<file path="config.mk">
export PLATFORM = sky130hd
export DESIGN_NAME = kcm_ctrl
export DESIGN_NICKNAME = d
export VERILOG_FILES = /design/src/sv/kcm_pkg.sv /design/src/sv/kcm_ctrl.sv
export SDC_FILE = /design/constraint.sdc
export NUM_CORES = 1
export LEC_CHECK = 0
export ABC_AREA = 1
export BUFFER_PORTS_ARGS = -buffer_cell sky130_fd_sc_hd__buf_2
export CORE_MARGIN = 2
export CORE_UTILIZATION = 52
export CTS_BUF_LIST = sky130_fd_sc_hd__clkbuf_2 sky130_fd_sc_hd__clkbuf_4 sky130_fd_sc_hd__clkbuf_8
export DETAILED_ROUTE_END_ITERATION = 10
export GPL_TIMING_DRIVEN = 1
export PLACE_DENSITY = 0.85
export SYNTH_ARGS = -nofsm -noshare
export SYNTH_HDL_FRONTEND = slang
export SYNTH_SLANG_ARGS = --single-unit
</file>
<file path="constraint.sdc">
create_clock -name clock -period 4.25 [get_ports clock]
set_input_delay 0.425 -clock clock [delete_from_list [all_inputs] [get_ports clock]]
set_output_delay 0.425 -clock clock [all_outputs]
set_load 0.02 [all_outputs]
</file>
<file path="src/sv/kcm_pkg.sv">
// Package for the Kuznyechik CMAC block: S-box, linear-layer helpers, command type.
// No dependencies.
package kcm_pkg;

   localparam int unsigned NumRounds = 10;
   localparam int unsigned RkIdxW    = 4;
   localparam logic [7:0]  GfPoly    = 8'hC3;
   localparam logic [7:0]  SubkeyPoly = 8'h87;

   typedef struct packed {
      logic        load_block;   // load chain ^ block (^ subkey) into state
      logic        load_chain;   // load chain (^ subkey); block already folded in
      logic        load_zero;    // clear state for R = E(0)
      logic        absorb;       // fold the transferred block into the chain
      logic        last;         // final block of message
      logic        full;         // final block complete
      logic        round;        // apply one LSX round with current key
      logic        final_xor;    // apply last round key
      logic [RkIdxW-1:0] rk_idx; // round key read address
      logic        ks_init;      // load key registers into key schedule
      logic        ks_step;      // one Feistel step of key schedule
      logic [5:0]  ks_const;     // constant index 1..32
      logic        ks_store;     // write one schedule half into the round keys
      logic        ks_sel;       // 0: odd half (ka), 1: even half (kb)
      logic [RkIdxW-1:0] ks_slot; // round key write address
      logic        save_zero;    // state holds R
      logic        save_chain;   // state holds chain value
      logic        clear_chain;
      logic        save_tag;     // state holds the tag
   } kcm_cmd_type;

   function automatic logic [7:0] sbox(input logic [7:0] x);
      logic [7:0] t [256];
      t = '{
       252,238,221, 17,207,110, 49, 22,251,196,250,218, 35,197,  4, 77,
       233,119,240,219,147, 46,153,186, 23, 54,241,187, 20,205, 95,193,
       249, 24,101, 90,226, 92,239, 33,129, 28, 60, 66,139,  1,142, 79,
         5,132,  2,174,227,106,143,160,  6, 11,237,152,127,212,211, 31,
       235, 52, 44, 81,234,200, 72,171,242, 42,104,162,253, 58,206,204,
       181,112, 14, 86,  8, 12,118, 18,191,114, 19, 71,156,183, 93,135,
        21,161,150, 41, 16,123,154,199,243,145,120,111,157,158,178,177,
        50,117, 25, 61,255, 53,138,126,109, 84,198,128,195,189, 13, 87,
       223,245, 36,169, 62,168, 67,201,215,121,214,246,124, 34,185,  3,
       224, 15,236,222,122,148,176,188,220,232, 40, 80, 78, 51, 10, 74,
       167,151, 96,115, 30,  0, 98, 68, 26,184, 56,130,100,159, 38, 65,
       173, 69, 70,146, 39, 94, 85, 47,140,163,165,125,105,213,149, 59,
         7, 88,179, 64,134,172, 29,247, 48, 55,107,228,136,217,231,137,
       225, 27,131, 73, 76, 63,248,254,141, 83,170,144,202,216,133, 97,
        32,113,103,164, 45, 43,  9, 91,203,155, 37,208,190,229,108, 82,
        89,166,116,210,230,244,180,192,209,102,175,194, 57, 75, 99,182};
      return t[x];
   endfunction

   function automatic logic [7:0] gf_mul(input logic [7:0] a, input logic [7:0] b);
      logic [7:0] p;
      logic [7:0] aa;
      p  = '0;
      aa = a;
      for (int i = 0; i < 8; i++) begin
         if (b[i]) p = p ^ aa;
         aa = aa[7] ? ({aa[6:0], 1'b0} ^ GfPoly) : {aa[6:0], 1'b0};
      end
      return p;
   endfunction

   function automatic logic [7:0] lin_coef(input int unsigned i);
      logic [7:0] c [16];
      c = '{148, 32,133, 16,194,192,  1,251,  1,192,194, 16,133, 32,148,  1};
      return c[i];
   endfunction

   // One R step of the linear layer; byte 0 is bits [127:120].
   function automatic logic [127:0] r_step(input logic [127:0] v);
      logic [7:0] acc;
      acc = '0;
      for (int i = 0; i < 16; i++) acc = acc ^ gf_mul(v[127-8*i -: 8], lin_coef(i));
      return {acc, v[127:8]};
   endfunction

   function automatic logic [127:0] s_layer(input logic [127:0] v);
      logic [127:0] o;
      for (int i = 0; i < 16; i++) o[8*i +: 8] = sbox(v[8*i +: 8]);
      return o;
   endfunction

   function automatic logic [127:0] subkey_double(input logic [127:0] v);
      logic [127:0] o;
      o = {v[126:0], 1'b0};
      if (v[127]) o[7:0] = o[7:0] ^ SubkeyPoly;
      return o;
   endfunction

endpackage

</file>
<file path="src/sv/kcm_ctrl.sv">
// Controller: key expansion, R = E(0), per-block round sequencing, result handshake.
// Depends on kcm_pkg.
module kcm_ctrl import kcm_pkg::*; (
   input  logic        clock,
   input  logic        reset,
   input  logic        key_write,
   input  logic        req_valid,
   output logic        req_stall,
   input  logic        req_last,
   input  logic        req_full,
   output logic        rsp_valid,
   input  logic        rsp_stall,
   output kcm_cmd_type cmd,
   output logic        busy
);
   localparam logic [2:0] StIdle   = 3'd0;
   localparam logic [2:0] StKsPutA = 3'd1;
   localparam logic [2:0] StKsPutB = 3'd2;
   localparam logic [2:0] StKsRun  = 3'd3;
   localparam logic [2:0] StLoad   = 3'd4;
   localparam logic [2:0] StRound  = 3'd5;
   localparam logic [2:0] StFinal  = 3'd6;
   localparam logic [2:0] StDone   = 3'd7;

   logic [2:0] state_ff, state_in;
   logic [3:0] cnt_ff, cnt_in;
   logic [2:0] grp_ff, grp_in;
   logic       ready_ff, ready_in;
   logic       zero_ff, zero_in;   // running E(0)
   logic       last_ff, last_in;
   logic       full_ff, full_in;
   logic       rsp_valid_ff, rsp_valid_in;
   logic       accept;

   assign busy      = state_ff != StIdle;
   assign req_stall = busy;
   assign accept    = req_valid && !req_stall;
   assign rsp_valid = rsp_valid_ff;

   always_comb begin
      state_in = state_ff;
      cnt_in   = cnt_ff;
      grp_in   = grp_ff;
      ready_in = ready_ff;
      zero_in  = zero_ff;
      last_in  = last_ff;
      full_in  = full_ff;
      rsp_valid_in = rsp_valid_ff && rsp_stall;
      cmd = '0;
      cmd.full = full_ff;
      cmd.last = last_ff;
      case (state_ff)
         StIdle: begin
            if (accept) begin
               last_in = req_last;
               full_in = req_full;
               cnt_in  = 4'd0;
               if (!ready_ff) begin
                  // hold the block in the chain while the schedule runs
                  cmd.absorb  = 1'b1;
                  cmd.ks_init = 1'b1;
                  grp_in = 3'd0;
                  state_in = StKsPutA;
               end else begin
                  cmd.load_block = 1'b1;
                  cmd.last = req_last;
                  cmd.full = req_full;
                  state_in = StRound;
               end
            end
         end
         StKsPutA: begin
            cmd.ks_store = 1'b1;
            cmd.ks_slot  = {grp_ff, 1'b0};
            state_in = StKsPutB;
         end
         StKsPutB: begin
            cmd.ks_store = 1'b1;
            cmd.ks_sel   = 1'b1;
            cmd.ks_slot  = {grp_ff, 1'b1};
            cnt_in = 4'd0;
            if (grp_ff == 3'd4) begin
               // schedule done: start E(0)
               cmd.load_zero = 1'b1;
               zero_in = 1'b1;
               state_in = StRound;
            end else begin
               state_in = StKsRun;
            end
         end
         StKsRun: begin
            cmd.ks_step  = 1'b1;
            cmd.ks_const = {1'b0, grp_ff[1:0], cnt_ff[2:0]} + 6'd1;
            cnt_in = cnt_ff + 4'd1;
            if (cnt_ff == 4'd7) begin
               grp_in = grp_ff + 3'd1;
               state_in = StKsPutA;
            end
         end
         StLoad: begin
            cmd.load_chain = 1'b1;
            cnt_in = 4'd0;
            state_in = StRound;
         end
         StRound: begin
            // read address runs one ahead of the registered RAM output
            cmd.round  = 1'b1;
            cmd.rk_idx = cnt_ff + 4'd1;
            cnt_in = cnt_ff + 4'd1;
            if (cnt_ff == 4'd8) state_in = StFinal;
         end
         StFinal: begin
            cmd.final_xor = 1'b1;
            state_in = StDone;
         end
         StDone: begin
            if (zero_ff) begin
               cmd.save_zero = 1'b1;
               zero_in = 1'b0;
               ready_in = 1'b1;
               state_in = StLoad;
            end else if (last_ff) begin
               // hold until the tag register is free
               if (!(rsp_valid_ff && rsp_stall)) begin
                  cmd.save_tag = 1'b1;
                  cmd.clear_chain = 1'b1;
                  rsp_valid_in = 1'b1;
                  state_in = StIdle;
               end
            end else begin
               cmd.save_chain = 1'b1;
               state_in = StIdle;
            end
         end
         default: state_in = StIdle;
      endcase
      if (key_write) begin
         ready_in = 1'b0;
         cmd.clear_chain = 1'b1;
      end
   end

   always_ff @(posedge clock) begin
      if (reset) begin
         state_ff <= StIdle;
         cnt_ff   <= '0;
         grp_ff   <= '0;
         ready_ff <= 1'b0;
         zero_ff  <= 1'b0;
         rsp_valid_ff <= 1'b0;
      end else begin
         state_ff <= state_in;
         cnt_ff   <= cnt_in;
         grp_ff   <= grp_in;
         ready_ff <= ready_in;
         zero_ff  <= zero_in;
         rsp_valid_ff <= rsp_valid_in;
      end
      last_ff <= last_in;
      full_ff <= full_in;
   end
endmodule

</file>
==> qor.log <==
INFO  worst_setup_path critPathMostFrequentCell=sky130_fd_sc_hd__nor2_2
INFO  sta            holdWs=0.317ns
INFO  layout         layout-area-overhead-vs-synth=21.5%
INFO  placement      gp_routability_congestion=0.890
INFO  layout         fin_cells=234
INFO  sta            period_needed=2.18ns
INFO  synthesis      mappedNetlistNets=181
INFO  clocking       post_cts_hold_buffer_count=0
INFO  layout         multi_input_comb_area=639squm
INFO  worst_setup_path r2r_slack=2.64ns
INFO  sta            clock_skew=0.00151ns
INFO  min_path       min_delay_worst_endpoint=last_ff
INFO  worst_setup_path cp_data_arrival_time=1.75ns
INFO  power_and_ir_drop worst_ir_drop_vdd=312uV
INFO  sta            maxClockFrequency=459MHz
INFO  clocking       cts_post_setup_buffers_inserted=0
INFO  layout         mostFrequentLayoutCells=sky130_fd_sc_hd__buf_2 (39), sky130_fd_sc_hd__nand2_1 (33), sky130_fd_sc_hd__inv_1 (26), sky130_fd_sc_hd__nor2_1 (23), sky130_fd_sc_hd__dfxtp_1 (13)
INFO  clocking       tritoncts=built
INFO  sta            min_period_over_period=0.512
INFO  sta            final_layout_setup_total_negative_slack=0ns
INFO  worst_setup_path crit-reg2reg-launch=state_ff[1]
INFO  layout         n_antenna_cell=0
INFO  worst_setup_path cpLargestDelayFamily=simple AND/OR/NAND/NOR gates
INFO  worst_setup_path cp.buffers_inverters=1
INFO  min_path       hold_path.startpoint=req_last
INFO  power_and_ir_drop pwr_density_cell=529nW/um^2
INFO  clocking       numCtsBuffers=3
INFO  worst_setup_path crit_fanout=7
INFO  clocking       clkTransAtPathRegs=0.09ns
INFO  clocking       postCtsResizedCells=0
INFO  grt            grt_antenna_before_repair=0
INFO  worst_setup_path critPathCaptureType=output port
INFO  drt            dr.pass1.iters=4
INFO  worst_setup_path critical_path.max_stage_delay=0.42ns
INFO  worst_setup_path worstReg2RegEnd=state_ff[2]
INFO  sta            grt_setup_unrepaired=no
INFO  worst_setup_path critical_path_required=3.83ns
INFO  grt            grt_remaining_overflow=0
INFO  min_path       holdCritPathClass=input port to register
INFO  synthesis      ys_ff_latch=15
INFO  clocking       cts-root-to-sink-buffers=2
INFO  layout         layout.core_utilization=0.674
INFO  drt            remaining_drc_errors=0
INFO  layout         fin_nets=222
INFO  worst_setup_path worst-r2r-cell-count=8
INFO  synthesis      yosysWarningCount=0
INFO  clocking       clock_tree.htree_level_count=1
INFO  placement      number_of_input_and_output_port_buffers_inserted=39
INFO  drt            detail_route.vias_per_cell=5.08
INFO  synthesis      post_synth_inst_count=167
INFO  grt            first_global_vias=1,012
INFO  grt            track_usage=0.235
INFO  die            core_area=1980squm
INFO  die            die_width=50.0um
INFO  layout         drive_above_1_share=0.300
INFO  synthesis      synth_area_leaders=sky130_fd_sc_hd__dfxtp_1 (24%), sky130_fd_sc_hd__nand2_1 (11%), sky130_fd_sc_hd__inv_1 (8.9%), sky130_fd_sc_hd__ha_1 (8.0%), sky130_fd_sc_hd__nor2_1 (7.9%)
INFO  synthesis      synthDominantAreaCellType=sky130_fd_sc_hd__dfxtp_1
INFO  die            top_level_ports=40
INFO  clocking       clk_tree_root_cell=sky130_fd_sc_hd__clkbuf_4
INFO  sta            pins_over_their_slew_limit=0
INFO  layout         layout.cells.most_common=sky130_fd_sc_hd__buf_2
INFO  grt            largest_net_degree_at_the_start_of_global_routing=10
INFO  die            rows=16
INFO  placement      dp.final_hpwl=2200um
INFO  sta            finalHoldViolCount=0
INFO  placement      place_inst=230
INFO  clocking       cts.sinks=15
INFO  synthesis      synth_seq_area_share=0.292
INFO  layout         seqCellArea=320squm
INFO  status         run_status=complete, no violations
INFO  power_and_ir_drop cellLeakagePower=0.000729uW
INFO  sta            worst_slew_pin_slew=0.336ns
INFO  die            die_area=2500squm
INFO  worst_setup_path crit_path_cell_trace=nor2_2, nand3_1, nor2_2, mux2_1, buf_2
INFO  placement      dpl-instance-area=1310squm
INFO  worst_setup_path critical_path_class=register to output port
INFO  drt            ant_nets=0
INFO  worst_setup_path slowest_stage=sky130_fd_sc_hd__dfxtp_1
INFO  synthesis      ys_types=25
INFO  drt            routed_wire_length_per_instance=11.7um
INFO  flow_run       max_cap_violations=0
INFO  synthesis      syn-mean-instance-area=6.58squm
INFO  grt            wire_length_of_the_first_global_routing_pass=4440um
INFO  layout         final_design_area_no_fill=1340squm
INFO  sta            slew-limit-headroom=0.776
INFO  drt            drt_wl_total=2730um
INFO  layout         n_fill_cell=198
INFO  die            initial_core_util=0.554
INFO  die            die_height=50.0um
INFO  drt            detailedRoute.firstIterationViolations=41
INFO  worst_setup_path timing.critical_path.from_type=register
INFO  synthesis      mappedNetlistArea=1100squm
INFO  min_path       holdPathStages=1
INFO  sta            setup_violating_endpoint_count_in_the_final_report=0
INFO  synthesis      synth_top_area_frac=0.237
INFO  drt            detailroute.via_count=1,188
INFO  clocking       clkLatencyLatePin=0.30ns
-- flip-flops by register name, summed over array words and instances, names as in the netlist --
signal and flops:
zero_ff 1, last_ff 1, ready_ff 1, rsp_valid 1
cnt_ff 4, state_ff 3, full_ff 1, grp_ff 3
-- Yosys cell counts, drive strengths merged --
cell    instances
nor2           29
nor3            2
nand3b          2
dfxtp          13
or2             1
inv            31
a21oi          13
a211oi          1
mux2            1
ha              7
edfxtp          2
o21ai           9
xor2            3
nand3          11
buf             3
nand2          38
nand4           1
-- area by class of cell --
| type | count | area share |
|---|---|---|
| multi-input cells | 118 | 0.479 |
| inverters | 31 | 0.0872 |
| flip-flops and latches | 15 | 0.240 |
| clock buffers | 4 | 0.0225 |
| well taps | 27 | 0.0253 |
| repair buffers | 39 | 0.146 |
-- where the power goes --
part	leakage [uW]	internal [uW]	total (uW)	switching [uW]
Sequential	0.000125	174	214	40.3
Clock	0.0000184	43.0	92.9	49.9
Combinational	0.000585	125	399	274
Total	0.000729	342	707	364
-- routing by layer --
metal,vias up,wire length [um],track usage
met5,-,0,0
met4,0,59,0.0972
met3,7,128,0.0303
met2,42,1310,0.400
met1,537,1230,0.297
li1,602,-,-
-- how the worst max path moves through the flow --
stage                startpoint       to  slack (ns)  depth (start not counted)
floorplan           state_ff[2]  cmd[24]        2.40                          4
global placement    state_ff[2]  cmd[24]        2.46                          5
detailed placement  state_ff[2]  cmd[24]        2.41                          5
CTS                 state_ff[2]  cmd[24]        2.08                          5
global route        state_ff[2]  cmd[24]        1.92                          5
finish              state_ff[2]  cmd[24]        2.07                          5
-- per-stage QoR --
step                worst slack, ns  total power (uW)
finish                         2.07               707
global placement               2.46               602
floorplan                      2.40               525
CTS                            2.08               705
global route                   1.92               764
detailed placement             2.41               612
-- cell families (layout without fill, tap and decap cells) --
kind of cell | after synthesis | in the layout | share of synthesized area
mux | 1 | 1 | 0.0102
xor+xnor | 3 | 3 | 0.0239
flops | 15 | 15 | 0.292
simple gates | 84 | 84 | 0.347
compound gates | 23 | 23 | 0.121
fa+ha+maj | 7 | 7 | 0.0797
buf+inv | 34 | 74 | 0.126
(Power assumes the default switching activity.)
